File: src/wpgt_pkg.sv
// ----------------------------------------------------------------------------
// wpgt_pkg
// Event kinds, window indexes and stream widths of the peak gauge tracker.
// ----------------------------------------------------------------------------
package wpgt_pkg;

	typedef enum logic [2:0] {
		KIND_INC   = 3'd0,
		KIND_DEC   = 3'd1,
		KIND_SET   = 3'd2,
		KIND_RESET = 3'd3,
		KIND_AVG   = 3'd4
	} kind_t;

	localparam int NUM_WIN       = 4;
	localparam int NUM_RESET_WIN = 3;
	localparam int WIN_ALL       = 3;

	localparam int KIND_W   = 3;
	localparam int VALUE_W  = 32;
	localparam int MASK_W   = 3;
	localparam int TIME_W   = 32;
	localparam int TOTAL_W  = 64;
	localparam int WIDE_W   = 64;

	localparam int S_TDATA_W = 72;
	localparam int M_TDATA_W = 32;

	localparam int NV_LSB   = 0;
	localparam int MASK_LSB = NV_LSB + VALUE_W;
	localparam int NOW_LSB  = MASK_LSB + MASK_W;

endpackage

File: src/windowed_peak_gauge_tracker_unit.sv
// ----------------------------------------------------------------------------
// windowed_peak_gauge_tracker_unit
// Gauge with daily, weekly, monthly and all-time peak, total and average.
// ----------------------------------------------------------------------------
// Takes one event item per clock while the result side is not stalled and
// returns one result item per event, through the input register and then the
// result register. An accepted event sits in the input register, where the
// gauge update and the peak, total and average updates of all four windows are
// worked out in parallel and written back together with the result register;
// back-to-back events therefore see each other's state with no gap. Result kind
// flag (tuser) is the all-time record bit, tdata the low 32 bits of the gauge
// after the event. Event kinds five to seven leave all state untouched.
module windowed_peak_gauge_tracker_unit #(
	parameter int COUNT_WIDTH = 32
) (
	input  logic                            clk,
	input  logic                            arst_n,
	input  logic                            s_axis_tvalid,
	output logic                            s_axis_tready,
	// [31:0] new_value, [34:32] window_mask, [66:35] now, [71:67] zero
	input  logic [wpgt_pkg::S_TDATA_W-1:0]  s_axis_tdata,
	// [2:0] kind
	input  logic [wpgt_pkg::KIND_W-1:0]     s_axis_tuser,
	output logic                            m_axis_tvalid,
	input  logic                            m_axis_tready,
	// [31:0] gauge
	output logic [wpgt_pkg::M_TDATA_W-1:0]  m_axis_tdata,
	// [0] record
	output logic                            m_axis_tuser
);

	localparam int CW  = COUNT_WIDTH;
	localparam int NW  = wpgt_pkg::NUM_WIN;
	localparam int WW  = wpgt_pkg::WIDE_W;
	localparam logic [CW-1:0] GMAX    = '1;
	localparam logic [WW-1:0] GMAX_64 = {{(WW-CW){1'b0}}, GMAX};

	logic                          valid_s1;
	wpgt_pkg::kind_t               kind_s1;
	logic [wpgt_pkg::VALUE_W-1:0]  nv_s1;
	logic [wpgt_pkg::MASK_W-1:0]   mask_s1;
	logic [wpgt_pkg::TIME_W-1:0]   now_s1;

	logic                          m_valid_q;
	logic                          m_record_q;
	logic [wpgt_pkg::M_TDATA_W-1:0] m_gauge_q;

	logic [CW-1:0]                 gauge_q;
	logic [CW-1:0]                 peak_q      [NW];
	logic [wpgt_pkg::TIME_W-1:0]   peak_time_q [NW];
	logic [wpgt_pkg::TOTAL_W-1:0]  total_q     [NW];
	logic [CW-1:0]                 avg_q       [NW];

	logic                          advance;
	logic [CW-1:0]                 gauge_nx;
	logic [CW-1:0]                 peak_nx      [NW];
	logic [wpgt_pkg::TIME_W-1:0]   peak_time_nx [NW];
	logic [wpgt_pkg::TOTAL_W-1:0]  total_nx     [NW];
	logic [CW-1:0]                 avg_nx       [NW];
	logic                          record_nx;
	logic [WW-1:0]                 gauge_nx_64;

	assign advance       = valid_s1 && (!m_valid_q || m_axis_tready);
	assign s_axis_tready = !valid_s1 || !m_valid_q || m_axis_tready;

	always_comb begin
		logic [WW-1:0]                nv_64;
		logic [CW-1:0]                nv_sat;
		logic [wpgt_pkg::TOTAL_W-1:0] add_amt;
		logic [NW-1:0]                reset_sel;
		logic                         track;
		logic                         do_reset;
		logic                         do_avg;
		logic [CW:0]                  avg_sum;

		nv_64     = {{(WW-wpgt_pkg::VALUE_W){1'b0}}, nv_s1};
		nv_sat    = (nv_64 > GMAX_64) ? GMAX : nv_64[CW-1:0];
		add_amt   = '0;
		reset_sel = {{(NW-wpgt_pkg::MASK_W){1'b0}}, mask_s1};
		track     = 1'b0;
		do_reset  = 1'b0;
		do_avg    = 1'b0;
		gauge_nx  = gauge_q;
		avg_sum   = '0;

		case (kind_s1)
			wpgt_pkg::KIND_INC: begin
				gauge_nx = (gauge_q == GMAX) ? gauge_q : gauge_q + 1'b1;
				add_amt  = {{(wpgt_pkg::TOTAL_W-1){1'b0}}, 1'b1};
				track    = 1'b1;
			end
			wpgt_pkg::KIND_DEC: begin
				gauge_nx = (gauge_q == '0) ? gauge_q : gauge_q - 1'b1;
			end
			wpgt_pkg::KIND_SET: begin
				gauge_nx = nv_sat;
				if (nv_sat > gauge_q) begin
					add_amt = {{(wpgt_pkg::TOTAL_W-CW){1'b0}}, nv_sat - gauge_q};
				end
				track = 1'b1;
			end
			wpgt_pkg::KIND_RESET: begin
				do_reset = 1'b1;
			end
			wpgt_pkg::KIND_AVG: begin
				do_avg = 1'b1;
			end
			default: begin
			end
		endcase

		for (int w = 0; w < NW; w++) begin
			peak_nx[w]      = peak_q[w];
			peak_time_nx[w] = peak_time_q[w];
			total_nx[w]     = total_q[w] + add_amt;
			avg_nx[w]       = avg_q[w];
			if (track) begin
				if (gauge_nx >= peak_q[w]) begin
					peak_nx[w]      = gauge_nx;
					peak_time_nx[w] = now_s1;
				end
			end
			if (do_reset && reset_sel[w]) begin
				peak_nx[w]      = gauge_q;
				peak_time_nx[w] = now_s1;
				total_nx[w]     = {{(wpgt_pkg::TOTAL_W-CW){1'b0}}, gauge_q};
			end
			if (do_avg) begin
				avg_sum   = {1'b0, peak_q[w]} + {1'b0, gauge_q};
				avg_nx[w] = avg_sum[CW:1];
			end
		end

		record_nx   = track && (gauge_nx > peak_q[wpgt_pkg::WIN_ALL]);
		gauge_nx_64 = {{(WW-CW){1'b0}}, gauge_nx};
	end

	always_ff @(posedge clk or negedge arst_n) begin
		if (!arst_n) begin
			valid_s1 <= 1'b0;
		end else if (s_axis_tready) begin
			valid_s1 <= s_axis_tvalid;
		end
	end

	always_ff @(posedge clk) begin
		if (s_axis_tvalid && s_axis_tready) begin
			kind_s1 <= wpgt_pkg::kind_t'(s_axis_tuser);
			nv_s1   <= s_axis_tdata[wpgt_pkg::NV_LSB +: wpgt_pkg::VALUE_W];
			mask_s1 <= s_axis_tdata[wpgt_pkg::MASK_LSB +: wpgt_pkg::MASK_W];
			now_s1  <= s_axis_tdata[wpgt_pkg::NOW_LSB +: wpgt_pkg::TIME_W];
		end
	end

	always_ff @(posedge clk or negedge arst_n) begin
		if (!arst_n) begin
			m_valid_q <= 1'b0;
		end else if (advance) begin
			m_valid_q <= 1'b1;
		end else if (m_axis_tready) begin
			m_valid_q <= 1'b0;
		end
	end

	always_ff @(posedge clk) begin
		if (advance) begin
			m_record_q <= record_nx;
			m_gauge_q  <= gauge_nx_64[wpgt_pkg::M_TDATA_W-1:0];
		end
	end

	always_ff @(posedge clk or negedge arst_n) begin
		if (!arst_n) begin
			gauge_q <= '0;
			for (int w = 0; w < NW; w++) begin
				peak_q[w]      <= '0;
				peak_time_q[w] <= '0;
				total_q[w]     <= '0;
				avg_q[w]       <= '0;
			end
		end else if (advance) begin
			gauge_q <= gauge_nx;
			for (int w = 0; w < NW; w++) begin
				peak_q[w]      <= peak_nx[w];
				peak_time_q[w] <= peak_time_nx[w];
				total_q[w]     <= total_nx[w];
				avg_q[w]       <= avg_nx[w];
			end
		end
	end

	assign m_axis_tvalid = m_valid_q;
	assign m_axis_tdata  = m_gauge_q;
	assign m_axis_tuser  = m_record_q;

endmodule

File: config.mk
export PLATFORM = sky130hd
export DESIGN_NAME = windowed_peak_gauge_tracker_unit
export DESIGN_NICKNAME = d
export VERILOG_FILES = /design/src/wpgt_pkg.sv /design/src/windowed_peak_gauge_tracker_unit.sv
export SDC_FILE = /design/constraint.sdc
export NUM_CORES = 1
export LEC_CHECK = 0
export BUFFER_PORTS_ARGS = -buffer_cell sky130_fd_sc_hd__buf_2
export CAP_MARGIN = 20
export CORE_ASPECT_RATIO = 1.25
export CORE_MARGIN = 2
export CORE_UTILIZATION = 40
export CTS_CLUSTER_DIAMETER = 80
export CTS_CLUSTER_SIZE = 30
export DETAILED_ROUTE_END_ITERATION = 6
export PLACE_DENSITY = 0.67
export SYNTH_ARGS = -nofsm -noshare
export SYNTH_HDL_FRONTEND = slang
export SYNTH_SLANG_ARGS = --single-unit
export TNS_END_PERCENT = 20
File: constraint.sdc
create_clock -name clk -period 5.93 [get_ports clk]
set_input_delay 1.186 -clock clk [delete_from_list [all_inputs] [get_ports clk]]
set_output_delay 1.186 -clock clk [all_outputs]
set_load 0.005 [all_outputs]
# Word-level counts from Yosys, hierarchy flattened
# Cells that the tools add are included.
# W data, S select, Z words.
# op_classes
addsub	2
n_lt_le_gt_ge	2
eq_ne	3
mux	6
n_reduce_logical	13
# op_table
operator	count
$pmux W32 S3	1
$mux W32	2
$add A32 B1 Y32 const B	1
$eq A32 B32 Y1 const B	1
$ge A32 B32 Y1	1
$gt A32 B32 Y1	1
$logic_not A32 Y1	1
$sub A32 B1 Y32 const B	1
$eq A3 B1 Y1 const B	1
$eq A3 B2 Y1 const B	1
$logic_and A1 B1 Y1	3
$logic_not A3 Y1	1
$logic_or A1 B1 Y1	3
$mux W1	3
$reduce_and A3 Y1	1
$logic_not A1 Y1	2
$reduce_bool A2 Y1	1
$reduce_or A2 Y1	1
# totals
ff_bits	134
input_bits	79
output_inout_bits	35
elab_cells	34

# Logic depth before layout (Yosys ltp)
# Gate-level depths: netlist (run 1).
# depth
ltp_word	5
depth_mapped	20
depth_no_buf	17

# Worst setup path after synthesis (run 1)
# OpenSTA, ideal clock, no wires.
# synth_timing
kind	register to register
start	reg gauge_q[0]
end	reg peak_q[10] (netlist bit)
setup_ns	0.125
arrival_ns	4.624
required_time_ns	5.805
setup_slack_ns	1.182
path_stages_with_launch	21
path_buffers	3
synth_period_minus_slack_ns	4.748
path_cell_list	dfrtp_1 -> clkbuf_1 -> inv_1 -> ha_1 -> nor3b_1 -> nand4_1 -> or3_1 -> clkbuf_1 -> a31oi_1 -> a31oi_1 -> a211oi_1 -> inv_1 -> ha_1 -> nand2_1 -> nor4_1 -> o21ai_0 -> o211ai_1 -> a21oi_1 -> a211oi_1 -> clkbuf_1 -> mux2_2
# synth_between
elab_chain_len	5
word_cells_on_any_way	9
cone_classes	add/sub: 2; order compare: 1; eq/ne: 1; mux: 3; reduce/logical: 2
# synth_lines
element	line	rtl
start, declared	windowed_peak_gauge_tracker_unit.sv:48	logic [CW-1:0] gauge_q;
start signal, assigned	windowed_peak_gauge_tracker_unit.sv:182	gauge_q <= gauge_nx;
$sub A32 B1 Y32 (tied with other cells)	windowed_peak_gauge_tracker_unit.sv:93	gauge_nx = (gauge_q == '0) ? gauge_q : gauge_q - 1'b1;
$mux W32, on equally long branches	windowed_peak_gauge_tracker_unit.sv:93, windowed_peak_gauge_tracker_unit.sv:88	
$pmux W32 S3 (*)	windowed_peak_gauge_tracker_unit.sv:86	case (kind_s1)
net gauge_nx[4]	windowed_peak_gauge_tracker_unit.sv:55	logic [CW-1:0] gauge_nx;
$ge A32 B32 Y1 (*)	windowed_peak_gauge_tracker_unit.sv:118	if (gauge_nx >= peak_q[w]) begin
$reduce_and A3 Y1 (no line) (*)	-	
end signal, assigned by index	windowed_peak_gauge_tracker_unit.sv:184	peak_q[w] <= peak_nx[w];
end, declared	windowed_peak_gauge_tracker_unit.sv:49	logic [CW-1:0] peak_q [NW];
# The timed path passes the listed nets; every way through them passes the cells marked *.
# A chain may end at the register's enable or synchronous reset.

# Final worst setup path (run 1)
# layout_timing
start	reg gauge_q[1]
end	reg peak_q[30] (netlist bit)
# Same word-level chain as after synthesis.

==> results of run 1 <==
==> metrics by stage <==
| stage | cell area (um2) | total power, mW | hold WS [ps] |
|---|---|---|---|
| 2_1_floorplan | 8252 | 2.575 | 456.9 |
| 3_3_place_gp | 8931 | 2.963 | 473.4 |
| 3_5_place_dp | 8931 | 3.016 | 488.6 |
| 4_1_cts | 9522 | 4.094 | 503.2 |
| 5_1_grt | 9528 | 4.354 | 516.9 |
| 6_report | 9528 | 4.090 | 496.8 |
==> registers in the layout, summed over array words and instances, names as in the netlist <==
signal	count
gauge_q	32
kind_s1	3
m_axis_tdata	32
m_axis_tuser	1
m_axis_tvalid	1
nv_s1	32
peak_q	32
valid_s1	1
==> kinds of logic (layout without fill, tap and decap cells) <==
kind of cell | count (synthesis) | in the layout | synth area share [%]
buffers and inverters | 112 | 183 | 5.625
AO/OA/AOI/OAI | 196 | 196 | 16.73
AND/OR/NAND/NOR | 277 | 277 | 17.79
multiplexers | 62 | 62 | 8.355
adder cells (fa/ha/maj) | 34 | 34 | 5.155
flip-flops | 134 | 134 | 44.76
XOR/XNOR | 15 | 15 | 1.592
==> routing by layer <==
layer	global-route usage, %	wire length, um	up-vias	part of all wire [%]
li1	-	-	3252	-
met5	0	0	-	0
met4	10.90	992	0	4.1
met1	27.77	9769	3499	40
met3	4.144	1579	70	6.5
met2	38.46	11980	339	49
==> cells in the final DEF (no fill, tap or decap), drive strengths merged, types with 12 or more instances in the layout <==
cell	synthesis	layout
a21oi	40	40
a31oi	14	14
and3	12	12
buf	21	107
clkbuf	47	19
dfrtp	66	66
edfxtp	68	68
ha	34	34
inv	43	43
mux2	55	55
nand2	54	54
nand3	38	38
nand4	13	13
nor2	62	62
nor3	25	25
nor4	19	19
o21ai	32	32
==> final cells by class <==
cell class | instances | area share, %
multi-input combinational | 584 | 43.24
sequential | 134 | 38.77
timing repair buffer | 107 | 6.513
clock buffer | 19 | 4.544
tap | 270 | 3.546
inverter | 44 | 1.733
clock inverter | 13 | 1.655
==> report_power, final <==
| part | total, mW | internal [mW] | leakage [nW] | switching, mW |
|---|---|---|---|---|
| combinational | 1.42 | 0.653 | 2.05 | 0.768 |
| sequential | 1.60 | 1.26 | 1.46 | 0.341 |
| clock | 1.07 | 0.658 | 0.280 | 0.407 |
| total | 4.09 | 2.57 | 3.78 | 1.52 |
==> repair_timing <==
action                     CTS  global route
setup endpoints to repair    0            17
hold buffers                 0             0
resized for setup            0             1
==> final timing paths <==
kind                                  to  cells after the start       start
setup / recovery              peak_q[30]                     17  gauge_q[1]
hold / removal             m_axis_tvalid                      1    valid_s1
setup reg to reg              peak_q[30]                     17  gauge_q[1]
hold reg to reg            m_axis_tvalid                      1    valid_s1
max in group asynchronous     gauge_q[2]                      2      arst_n
min in group asynchronous     peak_q[15]                      2      arst_n
==> results by group, run 1 <==
Critical path
  • Crit path cell chain: inv_1 -> ha_1 -> or3b_2 -> nor3_1 -> nand2_1 -> nor4_2 -> o21ai_0 -> a221o_1 -> ha_1 -> nand2_1 -> o21ai_0 -> a221oi_1 -> o21ai_0 -> a21oi_1 -> a211oi_4 -> buf_4 -> mux2_2
  • CP required: 6240 ps
  • Worst setup SP type: register
  • CP max-delay cell: or3b_2
  • Critical Path Most Common Cell: o21ai_0
  • FF-to-FF setup slack: 560 ps
  • Crit Path Category: register to register
  • CP Capture Type: register
  • Crit-path max FO: 22
  • CP Data Arrival Time: 5670 ps
  • Worst path bufs/invs: 2
  • Worst path top cell family by delay: simple AND/OR/NAND/NOR gates
  • Delay of the slowest cell on the worst path: 530 ps

STA
  • Fin. max-slew vios: 0
  • F_max: 186.3 MHz
  • Worst rel slew slack: roughly 28%
  • Final setup viols: 0
  • Minimum clock period: approximately 5400 ps
  • Setup TNS: 0 ps
  • Worst slew pin tran: roughly 1000 ps
  • Final hold vios: 0
  • Final period util: 90.50%
  • Final Skew: 6.686 ps
  • Setup WS post-layout: 563.1 ps
  • RSZ-0062 raised after global routing: no

Floorplan
  • Core box area: 0.02017 mm2
  • FP Rows: 58
  • Starting density of the core: between 40% and 50%
  • Die width: ~130 um
  • Die area: 0.02180 mm2
  • # IOs: ~110
  • Die H: between 150 and 200 um

Run
  • Max Cap Viol: 0

GRT
  • Largest net degree at the start of global routing: 67
  • Gr usage total: 22.59%
  • GRT overflow: 0
  • Initial antenna violation count: 0
  • Vias in the first global route: ~6.7k
  • First-pass GRT wire length: 38,040 um

Routing
  • Post-route antenna net violation count: 0
  • Initial drt markers: about 780
  • DRC: 0
  • Via-to-Cell Ratio: 6.114
  • Final wirelength: 24,320 um
  • Detailed Routing Iterations Pass 1: 6
  • Wire length per cell: 20.77 um
  • Detailed-route via count: 7,160

Final layout
  • Reg area: 0.003694 mm2
  • Antenna cells: 0
  • Finished Layout Cells: 1,171
  • Fin util: 47.23%
  • Footprint of the multi-input gates: 0.004120 mm2
  • Layout cells sized above 1: 23.53%
  • Fillers: 1,928
  • Area Growth Syn to Fin: 15.47%
  • Final #Nets: 1,001

Clocking
  • Clk sinks: 134
  • Post-CTS Setup Bufs: 0
  • Max Root-Sink Buffers: 2
  • CTS tree: yes
  • Clock Tree Root: clkbuf_16
  • Clock latency on the worst-skew pair: 430 ps
  • Cts bufs inserted: 17
  • Clock slew at reported path FFs: 60 ps
  • H-tree depth: 4

Yosys
  • Seq/Total Area, Yosys: 44.76%
  • Cells after synthesis: 830
  • Mapped Nets: 943
  • Synth Flop Type: edfxtp_1
  • Post-synthesis area per instance: 9.942 um2
  • Ys Warns: 0
  • Post-synth top area cell: edfxtp_1
  • Most frequent cell after synthesis: edfxtp_1
  • Distinct cells, synth: 75
  • FFs w/ async S/R, synth: between 40 and 50%
  • Yosys reg bits: 134
  • Synth area leaders: edfxtp_1 (25%), dfrtp_1 (20%), mux2_2 (7.5%)
  • Top cells by count, synth: edfxtp_1 (68), dfrtp_1 (66), nor2_1 (62)
  • Yosys top cell area share: approximately 25%
  • Post-Syn Area: 0.008252 mm2
  • Post-synth EDFFs: 68

Placement
  • Dpl cells: 1,139
  • DP Worst Slack: 434.4 ps
  • Gpl congestion: between 0.9 and 1
  • Post-DP HPWL: 16,990 um
  • I/O Buffers: 73

Min path
  • Hold/Removal Path Class: register to register

Pwr
  • Pwr/cell area: 429.3 mW/mm2
  • Worst IR Drop VDD: 0.1984 mV
  • Static Leak: 3.783 nW

Outcome
  • Outcome: finished clean
No activity file was read; power rests on OpenSTA's default activity.
==> run 2, diff against run 1 <==
--- a/config.mk
+++ b/config.mk
@@ -8,12 +8,11 @@
 export BUFFER_PORTS_ARGS = -buffer_cell sky130_fd_sc_hd__buf_2
 export CAP_MARGIN = 20
 export CORE_ASPECT_RATIO = 1.25
-export CORE_MARGIN = 2
 export CORE_UTILIZATION = 40
 export CTS_CLUSTER_DIAMETER = 80
 export CTS_CLUSTER_SIZE = 30
 export DETAILED_ROUTE_END_ITERATION = 6
-export PLACE_DENSITY = 0.67
+export PLACE_DENSITY_LB_ADDON = 0.08
 export SYNTH_ARGS = -nofsm -noshare
 export SYNTH_HDL_FRONTEND = slang
 export SYNTH_SLANG_ARGS = --single-unit
==> run 2 against run 1 <==
The flow now finishes with violations (DRC); clock skew rose by 4.9 ps; non-clock buffer count rose by 3; critical endpoint is now peak_q[18]; critical path depth did not move; maximum frequency fell by 4.0%; largest cell class unchanged; power fell by 0.39%; utilization rose by 0.087 points; count of clock-buffer cells in the layout did not move; final cell count rose by 0.26%.
==> results by group, run 2 (synthesized netlist as in run 1, its figures left out) <==
Floorplan
  • Starting density of the core: 40.90%
  • Core box area: around 0.020 mm2
  • Die H: 162.6 um
  • # IOs: 114
  • Die area: between 0.02 and 0.025 mm2
  • FP Rows: 58
  • Die width: 130.5 um

Run
  • Max Cap Viol: 0

STA
  • Final setup viols: 0
  • Worst slew pin tran: 1043 ps
  • Final period util: 94.28%
  • Final Skew: about 12 ps
  • Final hold vios: 0
  • Worst rel slew slack: 30.18%
  • F_max: between 150 and 200 MHz
  • Setup TNS: 0 ps
  • RSZ-0062 raised after global routing: no
  • Minimum clock period: 5591 ps
  • Fin. max-slew vios: 0

Critical path
  • Crit Path Category: register to register
  • Worst r2r src: gauge_q[1]
  • CP required: roughly 6200 ps
  • CP Launch Point: gauge_q[1]
  • CP Data Arrival Time: 5900 ps
  • FF-to-FF setup slack: 340 ps
  • Worst setup SP type: register
  • Crit-path max FO: 22
  • Reg2reg end: peak_q[18]
  • CP Capture Type: register
  • Reg2Reg Depth: 17

Routing
  • Initial drt markers: 620
  • DRC: 3
  • Wire length per cell: about 22 um
  • Post-route antenna net violation count: 0
  • Via-to-Cell Ratio: around 6
  • Detailed Routing Iterations Pass 1: 7
  • Final wirelength: ~26,000 um
  • Detailed-route via count: 7,025

Final layout
  • Fin util: 47.31%
  • Most frequent cells in the layout: buf_2 (73), edfxtp_1 (68), dfrtp_1 (66)
  • Fillers: ~2.0k
  • Layout cells sized above 1: 23.34%
  • Final #Nets: 1,004
  • Antenna cells: 0
  • Commonest non-fill, non-tap cell in the layout: buf_2
  • Area Growth Syn to Fin: 15.68%

Pwr
  • Worst IR Drop VDD: 0.2056 mV
  • Static Leak: 3.796 nW
  • Pwr/cell area: 426.8 mW/mm2

Clocking
  • CTS tree: yes
  • Max Root-Sink Buffers: 2
  • Clock Tree Root: clkbuf_16
  • Clock slew at reported path FFs: 60 ps
  • H-tree depth: 4
  • Hold_buf cts: 0
  • Cts bufs inserted: 17
  • Clk sinks: about 130
  • # resized after CTS: 0
  • Clock latency on the worst-skew pair: 430 ps
  • Post-CTS Setup Bufs: 0

GRT
  • Initial antenna violation count: 0
  • GRT overflow: 0
  • First-pass GRT wire length: about 40,000 um
  • Largest net degree at the start of global routing: 67
  • Vias in the first global route: roughly 7k
  • Gr usage total: about a quarter

Min path
  • Hold Path Depth: 1
  • Hold/Removal Path Class: register to register
  • WHS Endpoint: peak_q[13]
  • Worst Min Path Start: peak_q[13]

Placement
  • I/O Buffers: 73
  • Gpl congestion: 0.9035
  • Post-DP HPWL: 17,930 um

Outcome
  • Outcome: finished with violations
  • Violated checks: DRC
-- run 2: metal layers --
| metal | track usage (%) | up-vias | wire length, um |
|---|---|---|---|
| li1 | - | 3251 | - |
| met2 | 42.92 | 267 | 12730 |
| met5 | 0 | - | 0 |
| met1 | 32.18 | 3446 | 10660 |
| met4 | 11.39 | 0 | 837 |
| met3 | 3.778 | 61 | 1376 |
-- run 2: report_power, final --
part           internal [mW]  total, mW  switching [mW]
sequential              1.26       1.60           0.333
clock                  0.627       1.04           0.415
combinational          0.657       1.44           0.779
-- run 2: critical path: stages (launching register included) --
cell and delay (ps):
dfrtp_1 480, inv_1 120, ha_1 180, or3b_2 520, nor3_1 380, nand2_1 280
nor4_1 570, o21ai_0 140, a221o_1 360, ha_1 310, nand2_1 50, o21ai_0 220
a221oi_1 180, o21ai_0 520, a21oi_1 170, a211oi_4 380, buf_12 230, mux2_2 360
-- run 2: how the worst max path moves through the flow --
| stage | slack, ps | cells after the start | to |
|---|---|---|---|
| floorplan | 1180 | 20 | peak_q[10] |
| global placement | 480 | 17 | peak_q[16] |
| detailed placement | 410 | 17 | peak_q[18] |
| CTS | 390 | 17 | peak_q[18] |
| global route | 20 | 17 | peak_q[20] |
| finish | 340 | 17 | peak_q[18] |
-- run 2: layout make-up --
class | count | area (um2) | area share (%)
multi-input combinational | 584 | 4108 | 43.03
sequential | 134 | 3694 | 38.69
timing repair buffer | 110 | 668.1 | 7.000
clock buffer | 19 | 442.9 | 4.640
tap | 270 | 337.8 | 3.539
inverter | 44 | 165.2 | 1.730
clock inverter | 13 | 130.1 | 1.363
-- run 2: per-stage QoR --
step / hold slack [ps] / total power [mW] / setup slack (ps) / std cells / area [um2]
after CTS: 503.6 / 4.101 / 393.7 / 1174 / 9545
after global routing: 517.4 / 4.358 / 23.97 / 1174 / 9545
after floorplan: 456.9 / 2.575 / 1182 / 830 / 8252
after detailed placement: 495.8 / 3.045 / 414.8 / 1142 / 8972
after global placement: 472.1 / 2.990 / 477.0 / 1142 / 8972
final: 505.9 / 4.074 / 339.0 / 1174 / 9545
